### config.mk
export PLATFORM = sky130hd
export DESIGN_NAME = tcha_seq
export DESIGN_NICKNAME = d
export VERILOG_FILES = /design/src/rtl/tcha_pkg.sv /design/src/rtl/tcha_seq.sv
export SDC_FILE = /design/constraint.sdc
export NUM_CORES = 1
export LEC_CHECK = 0
export BUFFER_PORTS_ARGS = -buffer_cell sky130_fd_sc_hd__buf_2
export CAP_MARGIN = 5
export CORE_AREA = 2 2 41 53
export CTS_CLUSTER_SIZE = 8
export DETAILED_ROUTE_END_ITERATION = 8
export DIE_AREA = 0 0 43 55
export GPL_ROUTABILITY_DRIVEN = 0
export PLACE_DENSITY = 0.58
export SYNTH_ARGS = -nofsm -noshare
export SYNTH_HDL_FRONTEND = slang
export SYNTH_SLANG_ARGS = --single-unit
### constraint.sdc
create_clock -name i_clk -period 2.25 [get_ports i_clk]
set_input_delay 0.45 -clock i_clk [delete_from_list [all_inputs] [get_ports i_clk]]
set_output_delay 0.45 -clock i_clk [all_outputs]
set_load 0.02 [all_outputs]
### src/rtl/tcha_pkg.sv
// tcha_pkg: shared types, constants and the microcode program of the tile corner
// height averager. No dependencies; used by every other file under rtl/.
package tcha_pkg;

    // default grid limits, handed to the top level parameters
    localparam int MAX_ROWS_DEF = 64;
    localparam int MAX_COLS_DEF = 64;

    // field widths
    localparam int GRID_W    = 7;
    localparam int ROW_W     = 6;
    localparam int COL_W     = 6;
    localparam int HGT_W     = 8;
    localparam int VTX_W     = 7;
    localparam int QH_W      = 16;
    localparam int TILE_W    = 9;
    localparam int SUM_W     = 10;
    localparam int CNT_W     = 3;
    localparam int CFG_IDX_W = 1;

    localparam logic [GRID_W-1:0] GRID_RESET = 7'd64;

    // configuration register indexes
    localparam logic [CFG_IDX_W-1:0] REG_GRID_ROWS = 1'b0;
    localparam logic [CFG_IDX_W-1:0] REG_GRID_COLS = 1'b1;

    // item function codes
    localparam logic FUNC_LOAD = 1'b0;
    localparam logic FUNC_BAKE = 1'b1;

    // divide by three: q = (x * 683) >> 11, exact for x below 2048
    localparam int          DIV3_MUL   = 683;
    localparam int          DIV3_SHIFT = 11;
    localparam logic [7:0]  DIV3_FRAC1 = 8'd85;
    localparam logic [7:0]  DIV3_FRAC2 = 8'd170;

    localparam logic [1:0] CORNER_LAST = 2'd3;

    // program counter and entry points
    localparam int               PC_W    = 4;
    localparam logic [PC_W-1:0]  PC_LOAD = 4'd0;
    localparam logic [PC_W-1:0]  PC_BAKE = 4'd1;
    localparam logic [PC_W-1:0]  PC_ERR  = 4'd12;

    // tile offset relative to the item's tile
    typedef enum logic [1:0] {
        OFF_M1 = 2'd0,
        OFF_Z  = 2'd1,
        OFF_P1 = 2'd2
    } t_off;

    // one control word
    typedef struct packed {
        logic       wr;      // write the item's tile
        logic       rd;      // read the tile at (dr, dc)
        t_off       dr;
        t_off       dc;
        logic       clr;     // clear corner accumulators
        logic       emit;    // emit corner vertex
        logic [1:0] corner;
        logic       err;     // emit range error beat
        logic       jmp;     // go to error step if tile outside the grid
        logic       done;    // last step of the program
    } t_uop;

    // microcode rom
    function automatic t_uop micro_rom(input logic [PC_W-1:0] pc);
        t_uop u;
        u    = '0;
        u.dr = OFF_Z;
        u.dc = OFF_Z;
        case (pc)
            PC_LOAD: begin
                u.wr   = 1'b1;
                u.done = 1'b1;
            end
            PC_BAKE: begin
                u.clr = 1'b1;
                u.jmp = 1'b1;
                u.rd  = 1'b1;
                u.dr  = OFF_M1;
                u.dc  = OFF_M1;
            end
            4'd2: begin
                u.rd = 1'b1;
                u.dr = OFF_M1;
            end
            4'd3: begin
                u.rd = 1'b1;
                u.dc = OFF_M1;
            end
            4'd4: begin
                u.rd = 1'b1;
            end
            4'd5: begin
                u.rd = 1'b1;
                u.dr = OFF_M1;
                u.dc = OFF_P1;
            end
            4'd6: begin
                u.rd     = 1'b1;
                u.dc     = OFF_P1;
                u.emit   = 1'b1;
                u.corner = 2'd0;
            end
            4'd7: begin
                u.rd = 1'b1;
                u.dr = OFF_P1;
                u.dc = OFF_M1;
            end
            4'd8: begin
                u.rd     = 1'b1;
                u.dr     = OFF_P1;
                u.emit   = 1'b1;
                u.corner = 2'd1;
            end
            4'd9: begin
                u.rd = 1'b1;
                u.dr = OFF_P1;
                u.dc = OFF_P1;
            end
            4'd10: begin
                u.emit   = 1'b1;
                u.corner = 2'd2;
            end
            4'd11: begin
                u.emit   = 1'b1;
                u.corner = CORNER_LAST;
                u.done   = 1'b1;
            end
            PC_ERR: begin
                u.err  = 1'b1;
                u.done = 1'b1;
            end
            default: begin
                u.done = 1'b1;
            end
        endcase
        return u;
    endfunction

endpackage

### src/rtl/tcha_seq.sv
// tcha_seq: microcode sequencer, step counter over the program in tcha_pkg
// with the conditional jump to the range error step. Depends on tcha_pkg.
module tcha_seq (
    input  logic           i_clk,
    input  logic           i_rst_n,
    input  logic           i_take,
    input  logic           i_func,
    input  logic           i_inside,
    output logic           o_busy,
    output tcha_pkg::t_uop o_uop
);

    logic                      r_busy;
    logic [tcha_pkg::PC_W-1:0] r_pc;
    logic                      n_busy;
    logic [tcha_pkg::PC_W-1:0] n_pc;
    tcha_pkg::t_uop            uop;

    // current control word, no operation while idle
    always_comb begin
        uop = tcha_pkg::micro_rom(r_pc);
        if (!r_busy) begin
            uop = '0;
        end
    end

    // next step
    always_comb begin
        n_busy = r_busy;
        n_pc   = r_pc;
        if (i_take) begin
            n_busy = 1'b1;
            n_pc   = (i_func == tcha_pkg::FUNC_BAKE) ? tcha_pkg::PC_BAKE : tcha_pkg::PC_LOAD;
        end else if (r_busy) begin
            if (uop.jmp && !i_inside) begin
                n_pc = tcha_pkg::PC_ERR;
            end else if (uop.done) begin
                n_busy = 1'b0;
            end else begin
                n_pc = r_pc + 1'b1;
            end
        end
    end

    always_ff @(posedge i_clk) begin
        if (!i_rst_n) begin
            r_busy <= 1'b0;
            r_pc   <= tcha_pkg::PC_LOAD;
        end else begin
            r_busy <= n_busy;
            r_pc   <= n_pc;
        end
    end

    assign o_busy = r_busy;
    assign o_uop  = uop;

endmodule

==> metrics.cfg <==
[synthesis]
syn_area_per_cell_um2 = 6.98
yosys.cell_types.count = 29
ys_ff_latch = 5
yosysSeqAreaShare_pct = 18.9
yosys_warnings = 0
syn_inst = 76
synth_top_area_share_pct = 18.9
syn-cell-area_um2 = 531
yosysTopAreaCell = dfxtp_1
synthTopCellsByArea = dfxtp_1, ha_1, nor2_1
syn-num-nets = 85

[global_route]
gr-max-usage-layer = met2
grt_use_met2_pct = 25.5
first_global_vias = 566
grt_max_degree = 16
grt_pass1_wl_mm = 2.37
antenna_found_initial = 0
overflow = 0
grt_util_met1_pct = 13.8
grtUsageTotal_pct = 13.2
grtUsageMet3_pct = 1.62

[sta]
fin_setup_tns_ns = 0
max_clock_freq_mhz = 456
finalMaxSlewViolations = 0
slew_headroom_pct = 66.5
worst_pin_slew_ns = 0.498
fin_crit_ns = 2.19
rsz0062_at_grt = false
layout_worst_path_cycle_share_pct = 97.5
setup-violations-final = 0
hold_viol = 0
skew_ns = 0.000661

[layout]
most-common-layout-cells = buf_2, nor2_1, nand2_1, buf_4, nand3_1
fin_util_pct = 38.6
multi_input_area_um2 = 414
drive_above_1_share_pct = 40.6
num_antenna_cells = 0
fillers = 224
final_common_cell = buf_2
seq_area_um2 = 109
syn_to_final_growth_pct = 37.7
nets = 111

[floorplan]
std_cell_rows = 18
start_util_pct = 28.0
core_mm2 = 0.00189
die_area_mm2 = 0.00237
die_x_um = 43
ios = 19
die_y_um = 55

[clock_network]
clock_path_buffers = 2
cts_root_buffer = clkbuf_4
cts.clk_slew.worst_paths_ns = 0.04
htree_num_levels = 1
cts_buffers = 3
tritoncts = built
ctsHoldBuffers = 0
cts.sinks = 5
clk-insertion-delay-late_ns = 0.24

[pwr]
irDropWorstVdd_uv = 195
powerDensity_mw_per_mm2 = 357
leakage_nw = 0.344

[route]
via_count = 642
wl_per_cell_um = 13.0
routed_wl_mm = 1.57
drc = 0
drt_pass1_iterations = 4
vias_per_cell = 5.31
drt_iter0_markers = 15
ant_nets = 0

[placement]
place_hpwl_mm = 1.16
port_buffers = 18

[critical_path]
worstReg2RegStart = r_pc[0]
arrival_ns = 1.74
crit_path_max_incr_delay_ns = 0.53
critPathTopFamily = simple AND/OR/NAND/NOR gates
crit_chain = inv_2, ha_2, or4b_4, and2_4, a21boi_2, buf_4
start_kind = register
worst_path_max_delay_cell = or4b_4
critical_path_buf_inv_count = 2
end_kind = output port
crit_path_start = r_pc[0]
path_class = register to output port
crit_fanout = 3
cp.required_ns = 1.80

[min_path]
min_path_type = primary input to register
worstHoldStart = i_func

[flow_run]
cap_viol_max_count = 0

[run_status]
run_status = finished clean

==> cell families after synthesis <==
kind of cell / share of synthesized area [%]
adders and majority gates: 9.43
AOI/OAI and AO/OA: 25.5
DFF: 18.9
buffers and inverters: 5.66
and+or+nand+nor: 38.9
xor gates and xnor gates: 1.65
==> registers in the layout, summed over array words and instances, names as in the netlist <==
register and cells:
o_busy 1, r_pc 4
==> repair_timing <==
action,in CTS,in global routing
buffers inserted,3,0
pin swaps,3,1
gates resized for setup,7,5
setup endpoints to repair,3,3
==> synth_stat cells <==
master and count:
inv_1 3, and3_1 1, nor3b_1 1, o22ai_1 1, a31o_2 1, a22oi_1 1, o211a_1 2, a21oi_1 4
nand2_1 8, or4_1 1, xor2_1 1, buf_4 1, a21bo_2 1, nand3_1 6, nor2_1 10, nand4b_1 1
o21ai_0 3, nor4_1 1, clkbuf_1 3, a21boi_0 3, nor2b_1 3, and2_4 1, nor3_1 5, o211ai_1 1
or4b_4 1, dfxtp_1 5, ha_1 4, nand4_1 1, o31a_1 2
==> power breakdown <==
group          internal [mW]  leakage, nW  switching (mW)
sequential            0.0903       0.0428         0.00569
combinational         0.0277        0.286          0.0365
clock                 0.0668       0.0150          0.0337
total                  0.185        0.344          0.0759
==> layer usage <==
| metal | routed length, µm | share of wire [%] | vias to the layer above |
|---|---|---|---|
| met5 | 0 | 0 | - |
| li1 | - | - | 326 |
| met2 | 881 | 56 | 18 |
| met1 | 620 | 40 | 296 |
| met4 | 16 | 1.0 | 0 |
| met3 | 49 | 3.1 | 2 |
==> final timing paths <==
kind / end / slack (ns) / cells past startpoint
setup / recovery: o_uop[0] / 0.06 / 6
hold / removal: r_pc[0] / 0.48 / 3
setup reg to reg: r_pc[2] / 0.43 / 7
hold reg to reg: r_pc[1] / 0.56 / 2
==> per-stage QoR <==
step	total power [mW]	hold WS [ns]	setup WS, ns	cells	area, µm²
final	0.261	0.480	0.0555	121	731
after global routing	0.281	0.477	0.00166	121	731
after CTS	0.266	0.473	0.0148	121	718
after detailed placement	0.158	0.530	0.0799	114	657
after global placement	0.157	0.518	0.117	114	657
after floorplan	0.136	0.495	0.0212	76	531
==> layout make-up <==
type                    count  area share (%)
multi-input cells          64            56.7
flip-flops and latches      5            14.9
well taps                  20            3.42
inverters                   3            1.54
clock buffers               4            3.60
repair buffers             25            19.9
==> worst min-delay path, delay by kind of cell <==
kind / cells / cell delay [ns]
compound gates: 1 / 0.08
buf+inv: 1 / 0.07
simple gates: 1 / 0.07
No activity file was read; power rests on OpenSTA's default activity.
