**src/rtl/tcha_pkg.sv**
```systemverilog
// tcha_pkg: shared types, constants and the microcode program of the tile corner
// height averager. No dependencies; used by every other file under rtl/.
package tcha_pkg;

    // default grid limits, handed to the top level parameters
    localparam int MAX_ROWS_DEF = 64;
    localparam int MAX_COLS_DEF = 64;

    // field widths
    localparam int GRID_W    = 7;
    localparam int ROW_W     = 6;
    localparam int COL_W     = 6;
    localparam int HGT_W     = 8;
    localparam int VTX_W     = 7;
    localparam int QH_W      = 16;
    localparam int TILE_W    = 9;
    localparam int SUM_W     = 10;
    localparam int CNT_W     = 3;
    localparam int CFG_IDX_W = 1;

    localparam logic [GRID_W-1:0] GRID_RESET = 7'd64;

    // configuration register indexes
    localparam logic [CFG_IDX_W-1:0] REG_GRID_ROWS = 1'b0;
    localparam logic [CFG_IDX_W-1:0] REG_GRID_COLS = 1'b1;

    // item function codes
    localparam logic FUNC_LOAD = 1'b0;
    localparam logic FUNC_BAKE = 1'b1;

    // divide by three: q = (x * 683) >> 11, exact for x below 2048
    localparam int          DIV3_MUL   = 683;
    localparam int          DIV3_SHIFT = 11;
    localparam logic [7:0]  DIV3_FRAC1 = 8'd85;
    localparam logic [7:0]  DIV3_FRAC2 = 8'd170;

    localparam logic [1:0] CORNER_LAST = 2'd3;

    // program counter and entry points
    localparam int               PC_W    = 4;
    localparam logic [PC_W-1:0]  PC_LOAD = 4'd0;
    localparam logic [PC_W-1:0]  PC_BAKE = 4'd1;
    localparam logic [PC_W-1:0]  PC_ERR  = 4'd12;

    // tile offset relative to the item's tile
    typedef enum logic [1:0] {
        OFF_M1 = 2'd0,
        OFF_Z  = 2'd1,
        OFF_P1 = 2'd2
    } t_off;

    // one control word
    typedef struct packed {
        logic       wr;      // write the item's tile
        logic       rd;      // read the tile at (dr, dc)
        t_off       dr;
        t_off       dc;
        logic       clr;     // clear corner accumulators
        logic       emit;    // emit corner vertex
        logic [1:0] corner;
        logic       err;     // emit range error beat
        logic       jmp;     // go to error step if tile outside the grid
        logic       done;    // last step of the program
    } t_uop;

    // microcode rom
    function automatic t_uop micro_rom(input logic [PC_W-1:0] pc);
        t_uop u;
        u    = '0;
        u.dr = OFF_Z;
        u.dc = OFF_Z;
        case (pc)
            PC_LOAD: begin
                u.wr   = 1'b1;
                u.done = 1'b1;
            end
            PC_BAKE: begin
                u.clr = 1'b1;
                u.jmp = 1'b1;
                u.rd  = 1'b1;
                u.dr  = OFF_M1;
                u.dc  = OFF_M1;
            end
            4'd2: begin
                u.rd = 1'b1;
                u.dr = OFF_M1;
            end
            4'd3: begin
                u.rd = 1'b1;
                u.dc = OFF_M1;
            end
            4'd4: begin
                u.rd = 1'b1;
            end
            4'd5: begin
                u.rd = 1'b1;
                u.dr = OFF_M1;
                u.dc = OFF_P1;
            end
            4'd6: begin
                u.rd     = 1'b1;
                u.dc     = OFF_P1;
                u.emit   = 1'b1;
                u.corner = 2'd0;
            end
            4'd7: begin
                u.rd = 1'b1;
                u.dr = OFF_P1;
                u.dc = OFF_M1;
            end
            4'd8: begin
                u.rd     = 1'b1;
                u.dr     = OFF_P1;
                u.emit   = 1'b1;
                u.corner = 2'd1;
            end
            4'd9: begin
                u.rd = 1'b1;
                u.dr = OFF_P1;
                u.dc = OFF_P1;
            end
            4'd10: begin
                u.emit   = 1'b1;
                u.corner = 2'd2;
            end
            4'd11: begin
                u.emit   = 1'b1;
                u.corner = CORNER_LAST;
                u.done   = 1'b1;
            end
            PC_ERR: begin
                u.err  = 1'b1;
                u.done = 1'b1;
            end
            default: begin
                u.done = 1'b1;
            end
        endcase
        return u;
    endfunction

endpackage

```
**src/rtl/tcha_dp.sv**
```systemverilog
// tcha_dp: datapath of the averager: item latch, address and bounds logic,
// corner accumulators, small divider and result register. Depends on tcha_pkg.
module tcha_dp #(
    parameter int MAX_ROWS = tcha_pkg::MAX_ROWS_DEF,
    parameter int MAX_COLS = tcha_pkg::MAX_COLS_DEF,
    parameter int ADDR_W   = $clog2(MAX_ROWS * MAX_COLS)
) (
    input  logic                        i_clk,
    input  logic                        i_rst_n,
    input  logic                        i_take,
    input  logic [tcha_pkg::ROW_W-1:0]  i_tile_row,
    input  logic [tcha_pkg::COL_W-1:0]  i_tile_col,
    input  logic [tcha_pkg::HGT_W-1:0]  i_tile_height,
    input  logic                        i_merge_all,
    input  logic [tcha_pkg::GRID_W-1:0] i_grid_rows,
    input  logic [tcha_pkg::GRID_W-1:0] i_grid_cols,
    input  tcha_pkg::t_uop              i_uop,
    output logic                        o_inside,
    // tile memory side
    output logic                        o_we,
    output logic                        o_re,
    output logic [ADDR_W-1:0]           o_addr,
    output logic [tcha_pkg::TILE_W-1:0] o_wdata,
    input  logic [tcha_pkg::TILE_W-1:0] i_rdata,
    // result
    output logic                        o_valid,
    output logic [tcha_pkg::VTX_W-1:0]  o_vertex_row,
    output logic [tcha_pkg::VTX_W-1:0]  o_vertex_col,
    output logic [tcha_pkg::QH_W-1:0]   o_vertex_height,
    output logic                        o_last_vertex,
    output logic                        o_range_error
);

    // item latch
    logic [tcha_pkg::ROW_W-1:0] r_row;
    logic [tcha_pkg::COL_W-1:0] r_col;
    logic [tcha_pkg::HGT_W-1:0] r_height;
    logic                       r_merge;

    always_ff @(posedge i_clk) begin
        if (i_take) begin
            r_row    <= i_tile_row;
            r_col    <= i_tile_col;
            r_height <= i_tile_height;
            r_merge  <= i_merge_all;
        end
    end

    // item tile inside the grid (register above limit acts as the limit)
    assign o_inside = (32'(r_row) < 32'(i_grid_rows)) && (32'(r_row) < MAX_ROWS) &&
                      (32'(r_col) < 32'(i_grid_cols)) && (32'(r_col) < MAX_COLS);

    // neighbor tile position and bounds
    logic [7:0] tr;
    logic [7:0] tc;
    logic       in_grid;

    always_comb begin
        tr      = 8'(r_row) + 8'(i_uop.dr) - 8'd1;
        tc      = 8'(r_col) + 8'(i_uop.dc) - 8'd1;
        in_grid = !tr[7] && !tc[7] &&
                  (32'(tr) < 32'(i_grid_rows)) && (32'(tr) < MAX_ROWS) &&
                  (32'(tc) < 32'(i_grid_cols)) && (32'(tc) < MAX_COLS);
    end

    assign o_addr  = ADDR_W'(32'(tr) * MAX_COLS + 32'(tc));
    assign o_we    = i_uop.wr && o_inside;
    assign o_re    = i_uop.rd && in_grid;
    assign o_wdata = {r_merge, r_height};

    // read beat tracking, data arrives in the cycle after the read
    logic           r_rd_vld;
    tcha_pkg::t_off r_rd_dr;
    tcha_pkg::t_off r_rd_dc;

    always_ff @(posedge i_clk) begin
        if (!i_rst_n) begin
            r_rd_vld <= 1'b0;
        end else begin
            r_rd_vld <= o_re;
        end
    end

    always_ff @(posedge i_clk) begin
        r_rd_dr <= i_uop.dr;
        r_rd_dc <= i_uop.dc;
    end

    // which corners the returned tile touches
    logic [3:0] hit;

    always_comb begin
        for (int k = 0; k < 4; k++) begin
            hit[k] = ((k / 2 == 0) ? (r_rd_dr != tcha_pkg::OFF_P1)
                                   : (r_rd_dr != tcha_pkg::OFF_M1)) &&
                     ((k % 2 == 0) ? (r_rd_dc != tcha_pkg::OFF_P1)
                                   : (r_rd_dc != tcha_pkg::OFF_M1));
        end
    end

    // corner accumulators over merged tiles
    logic [tcha_pkg::SUM_W-1:0]  r_sum [4];
    logic [tcha_pkg::CNT_W-1:0]  r_cnt [4];
    logic [tcha_pkg::TILE_W-1:0] r_self;

    always_ff @(posedge i_clk) begin
        for (int k = 0; k < 4; k++) begin
            if (i_uop.clr) begin
                r_sum[k] <= '0;
                r_cnt[k] <= '0;
            end else if (r_rd_vld && i_rdata[tcha_pkg::TILE_W-1] && hit[k]) begin
                r_sum[k] <= r_sum[k] + tcha_pkg::SUM_W'(i_rdata[tcha_pkg::HGT_W-1:0]);
                r_cnt[k] <= r_cnt[k] + 1'b1;
            end
        end
    end

    // own tile captured when the center read returns
    always_ff @(posedge i_clk) begin
        if (r_rd_vld && r_rd_dr == tcha_pkg::OFF_Z && r_rd_dc == tcha_pkg::OFF_Z) begin
            r_self <= i_rdata;
        end
    end

    // Q8.8 mean of the selected corner
    logic [tcha_pkg::SUM_W-1:0]        sel_sum;
    logic [tcha_pkg::CNT_W-1:0]        sel_cnt;
    logic [2*tcha_pkg::SUM_W:0]        prod3;
    logic [tcha_pkg::SUM_W-1:0]        q3;
    logic [tcha_pkg::SUM_W-1:0]        rem_full;
    logic [7:0]                        frac3;
    logic [tcha_pkg::QH_W-1:0]         mean;
    logic [tcha_pkg::QH_W-1:0]         height;

    always_comb begin
        sel_sum  = r_sum[i_uop.corner];
        sel_cnt  = r_cnt[i_uop.corner];
        prod3    = (2*tcha_pkg::SUM_W+1)'(sel_sum) *
                   (2*tcha_pkg::SUM_W+1)'(tcha_pkg::DIV3_MUL);
        q3       = prod3[tcha_pkg::DIV3_SHIFT +: tcha_pkg::SUM_W];
        rem_full = sel_sum - tcha_pkg::SUM_W'(q3 * 3);
        case (rem_full[1:0])
            2'd1:    frac3 = tcha_pkg::DIV3_FRAC1;
            2'd2:    frac3 = tcha_pkg::DIV3_FRAC2;
            default: frac3 = 8'd0;
        endcase
        case (sel_cnt)
            3'd1:    mean = tcha_pkg::QH_W'({sel_sum, 8'b0});
            3'd2:    mean = tcha_pkg::QH_W'({sel_sum, 7'b0});
            3'd3:    mean = {q3[7:0], frac3};
            3'd4:    mean = tcha_pkg::QH_W'({sel_sum, 6'b0});
            default: mean = '0;
        endcase
        if (r_self[tcha_pkg::TILE_W-1]) begin
            height = mean;
        end else begin
            height = {r_self[tcha_pkg::HGT_W-1:0], 8'b0};
        end
    end

    // result register
    logic                       r_valid;
    logic [tcha_pkg::VTX_W-1:0] r_vertex_row;
    logic [tcha_pkg::VTX_W-1:0] r_vertex_col;
    logic [tcha_pkg::QH_W-1:0]  r_vertex_height;
    logic                       r_last_vertex;
    logic                       r_range_error;

    always_ff @(posedge i_clk) begin
        if (!i_rst_n) begin
            r_valid <= 1'b0;
        end else begin
            r_valid <= i_uop.emit || i_uop.err;
        end
    end

    always_ff @(posedge i_clk) begin
        if (i_uop.err) begin
            r_vertex_row    <= '0;
            r_vertex_col    <= '0;
            r_vertex_height <= '0;
            r_last_vertex   <= 1'b1;
            r_range_error   <= 1'b1;
        end else if (i_uop.emit) begin
            r_vertex_row    <= tcha_pkg::VTX_W'(r_row) + tcha_pkg::VTX_W'(i_uop.corner[1]);
            r_vertex_col    <= tcha_pkg::VTX_W'(r_col) + tcha_pkg::VTX_W'(i_uop.corner[0]);
            r_vertex_height <= height;
            r_last_vertex   <= (i_uop.corner == tcha_pkg::CORNER_LAST);
            r_range_error   <= 1'b0;
        end
    end

    assign o_valid         = r_valid;
    assign o_vertex_row    = r_vertex_row;
    assign o_vertex_col    = r_vertex_col;
    assign o_vertex_height = r_vertex_height;
    assign o_last_vertex   = r_last_vertex;
    assign o_range_error   = r_range_error;

endmodule

```
**config.mk**
```make
export PLATFORM = sky130hd
export DESIGN_NAME = tcha_dp
export DESIGN_NICKNAME = d
export VERILOG_FILES = /design/src/rtl/tcha_pkg.sv /design/src/rtl/tcha_dp.sv
export SDC_FILE = /design/constraint.sdc
export NUM_CORES = 1
export LEC_CHECK = 0
export BUFFER_PORTS_ARGS = -buffer_cell sky130_fd_sc_hd__clkbuf_2
export CAP_MARGIN = 15
export CELL_PAD_IN_SITES_DETAIL_PLACEMENT = 0
export CELL_PAD_IN_SITES_GLOBAL_PLACEMENT = 2
export CORE_UTILIZATION = 42
export CTS_BUF_LIST = sky130_fd_sc_hd__clkbuf_2
export DETAILED_ROUTE_END_ITERATION = 8
export PLACE_DENSITY = 0.9
export SYNTH_ARGS = -nofsm -noshare
export SYNTH_HDL_FRONTEND = slang
export SYNTH_SLANG_ARGS = --single-unit
```
**constraint.sdc**
```tcl
create_clock -name i_clk -period 12.1 [get_ports i_clk]
set_clock_uncertainty 0.2 [all_clocks]
set_input_delay 3.63 -clock i_clk [delete_from_list [all_inputs] [get_ports i_clk]]
set_output_delay 3.63 -clock i_clk [all_outputs]
set_load 0.03 [all_outputs]
```
==> out/results.txt <==
die height - 149 µm
net switching power - 618 µW
Distinct cells, synth - 55
CTS tree - yes
drt drc - 0
Post-Syn Area - 9110 µm²
Rel. slew slack - 0.503
R2R depth - 22
fill count - 2,028
initial drt markers - 329
syn nets - 1,132
endpoints failing hold - 0
Hold Crit Endpoint - o_vertex_col[6]
fmax - 98.6 MHz
first-pass GRT wire length - 33.4 mm
Die Wd - 149 µm
layout cell share with drive strength beyond 1 - 0.165
WS Path Type - input pin to output pin
Sequential Area - 3140 µm²
core area - 21,200 µm²
TritonCTS Buffers - 17
area delta synth->final - 12.2%
Syn. warnings - 0
setup TNS - 0 ns
Final period util - 0.838
Multi-input gate area - 5360 µm²
GRT Resource Usage Total - 0.196
status - finished, final reports clean
Least-Margin Pin Slew - 0.746 ns
IO Count - 117
Reg2Reg Setup Slack - 5.79 ns
worst hold slack - 0.276 ns
Clock Pin Slew Worst Setup and Hold Paths - 0.18 ns
Finished Layout Cells - 1,297
PortBufs - 114
Worst EP arrival - 6.31 ns
post-route minimum period - 10.14 ns
clk buf depth - 2
vias in the first global route - 6,531
vias post-DR - 6,720
number of synthesized flops with an enable pin - 82
Hold Crit Class - flip-flop to flip-flop
aggregate routed wire length - 20.7 mm
post-route ant nets - 0
DRT Pass-1 Iters - 5
sequential share of the synthesized area - 0.345
placed cells - 1,263
gpl congestion - 0.813
root buf cell - clkbuf_2
Nets - 1,242
Pins Over Slew Limit - 0
Crit. End Element - output pin
via/cell ratio - 5.18
asr flop ratio synth - 0
RSZ-0062 raised after global routing - no
CP required - 8.27 ns
Clk Latency, worst-skew pair - 0.71 ns
Synth Flop Type - edfxtp_1
grt ovf - 0
Reg2Reg Capture Point - o_vertex_height[7]
Initial Util - 0.431
Area contributors post-synth - edfxtp_1, ha_1, dfxtp_1
CP Launch Type - input pin
post_cts resized - 0
full die area - 22,300 µm²
min-delay src - o_vertex_col[6]
Leak Pwr - 0.00480 µW
worst r2r src - r_sum[2][5]
Worst VDD drop - 71.2 µV
Post-synth top cells - ha_1, inv_1, edfxtp_1, nor2_1, a21oi_1
final setup margin - 1.96 ns
largest net degree at the start of global routing - 35
Sw Share - 0.410
drt wl/cell - 16.0 µm
share of the synthesized area in the top cell type - 0.270
Post-CTS Setup Bufs - 0
logic gate share of total power - 0.490
post-synthesis cell count - 898
H-tree depth - 4
crit path max fanout - 3
Pint - 890 µW
register bit total from synthesis - 116
Hold Buf Count CTS - 0
initial antenna violation count - 1
Placement Setup Slack - 1.89 ns
top-count cell post-synth - ha_1
clock sink count - 116
Clock power frac - 0.204
post-detail-place hpwl - 16.9 mm
pwr dens - 148 nW/µm²
Seq pwr share - 0.306
row cnt - 53
Hold Path Stages - 2
cell taking the most area after synthesis - edfxtp_1
max cap viols - 0
synthesized area per cell - 10.1 µm²
Final Setup Violations - 0
## registers in the layout, indices dropped and copies added, names as in the netlist, 2 cells and up
register	flops
o_vertex_col	7
o_vertex_height	12
o_vertex_row	7
r_cnt	12
r_col	6
r_height	8
r_rd_dc	2
r_rd_dr	2
r_row	6
r_self	9
r_sum	40
## worst max path at each step
| stage | endpoint | start | cells past startpoint |
|---|---|---|---|
| after floorplan | o_re | i_uop[8] | 13 |
| after global placement | o_re | i_uop[8] | 17 |
| after detailed placement | o_re | i_uop[8] | 17 |
| after CTS | o_re | i_uop[8] | 17 |
| after global routing | o_re | i_uop[8] | 17 |
| final | o_re | i_uop[8] | 17 |
## stage by stage
stage / instance area [µm²] / power [µW] / utilization
global route: 10200 / 1620 / 0.483
detailed placement: 9920 / 1210 / 0.469
finish: 10200 / 1510 / 0.483
global placement: 9910 / 1200 / 0.469
CTS: 10200 / 1520 / 0.483
floorplan: 9110 / 1040 / -
## power by group through the flow
| stage | clock (µW) | sequential, µW | combinational, µW |
|---|---|---|---|
| 6_report | 308 | 461 | 739 |
| 3_5_place_dp | 0 | 470 | 738 |
| 4_1_cts | 316 | 462 | 746 |
| 3_3_place_gp | 0 | 470 | 731 |
| 5_1_grt | 331 | 464 | 828 |
| 2_1_floorplan | 0 | 482 | 557 |
## kinds of logic (layout without fill, tap and decap cells)
family,count (synthesis),after routing,share of synthesized area
multiplexers,19,19,0.0373
adder cells (fa/ha/maj),174,174,0.262
flip-flops,116,116,0.345
other,0,1,0
XOR/XNOR,51,51,0.0514
buffers and inverters,155,278,0.0673
AO/OA/AOI/OAI,173,173,0.128
AND/OR/NAND/NOR,210,210,0.109
## critical path, cell delays in order
cell,delay [ns]
clkbuf_2,0.11
inv_1,0.05
ha_1,0.19
inv_1,0.09
ha_1,0.23
a21o_1,0.17
a21oi_1,0.21
nor2b_1,0.07
nor2_1,0.10
o21bai_1,0.08
xnor2_1,0.20
ha_1,0.22
nor2_1,0.08
nand2_1,0.06
a2111oi_0,0.41
and3_1,0.22
clkbuf_2,0.20
## layer usage
metal  routed length [µm]  track usage
met5                    0            0
met4                  153       0.0505
met1                10300        0.267
met2                 9580        0.321
met3                  718       0.0321
## area by class of cell
type | instances | share of cell area
diodes | 1 | 0.000245
clock buffers | 18 | 0.00881
clock inverters | 14 | 0.0197
inverters | 127 | 0.0466
multi-input cells | 627 | 0.524
flip-flops and latches | 116 | 0.307
well taps | 275 | 0.0336
repair buffers | 119 | 0.0598
## cells in the final DEF, fill, tap and decap left out, drive strengths merged, types with 33 or more instances in the layout
master and n:
dfxtp 34, o21ai 33, nand2 36, ha 146, edfxtp 82, xnor2 35
nor2 78, a21oi 42, clkbuf 132, inv 131
Note: power is estimated with default switching activity, not from simulation.
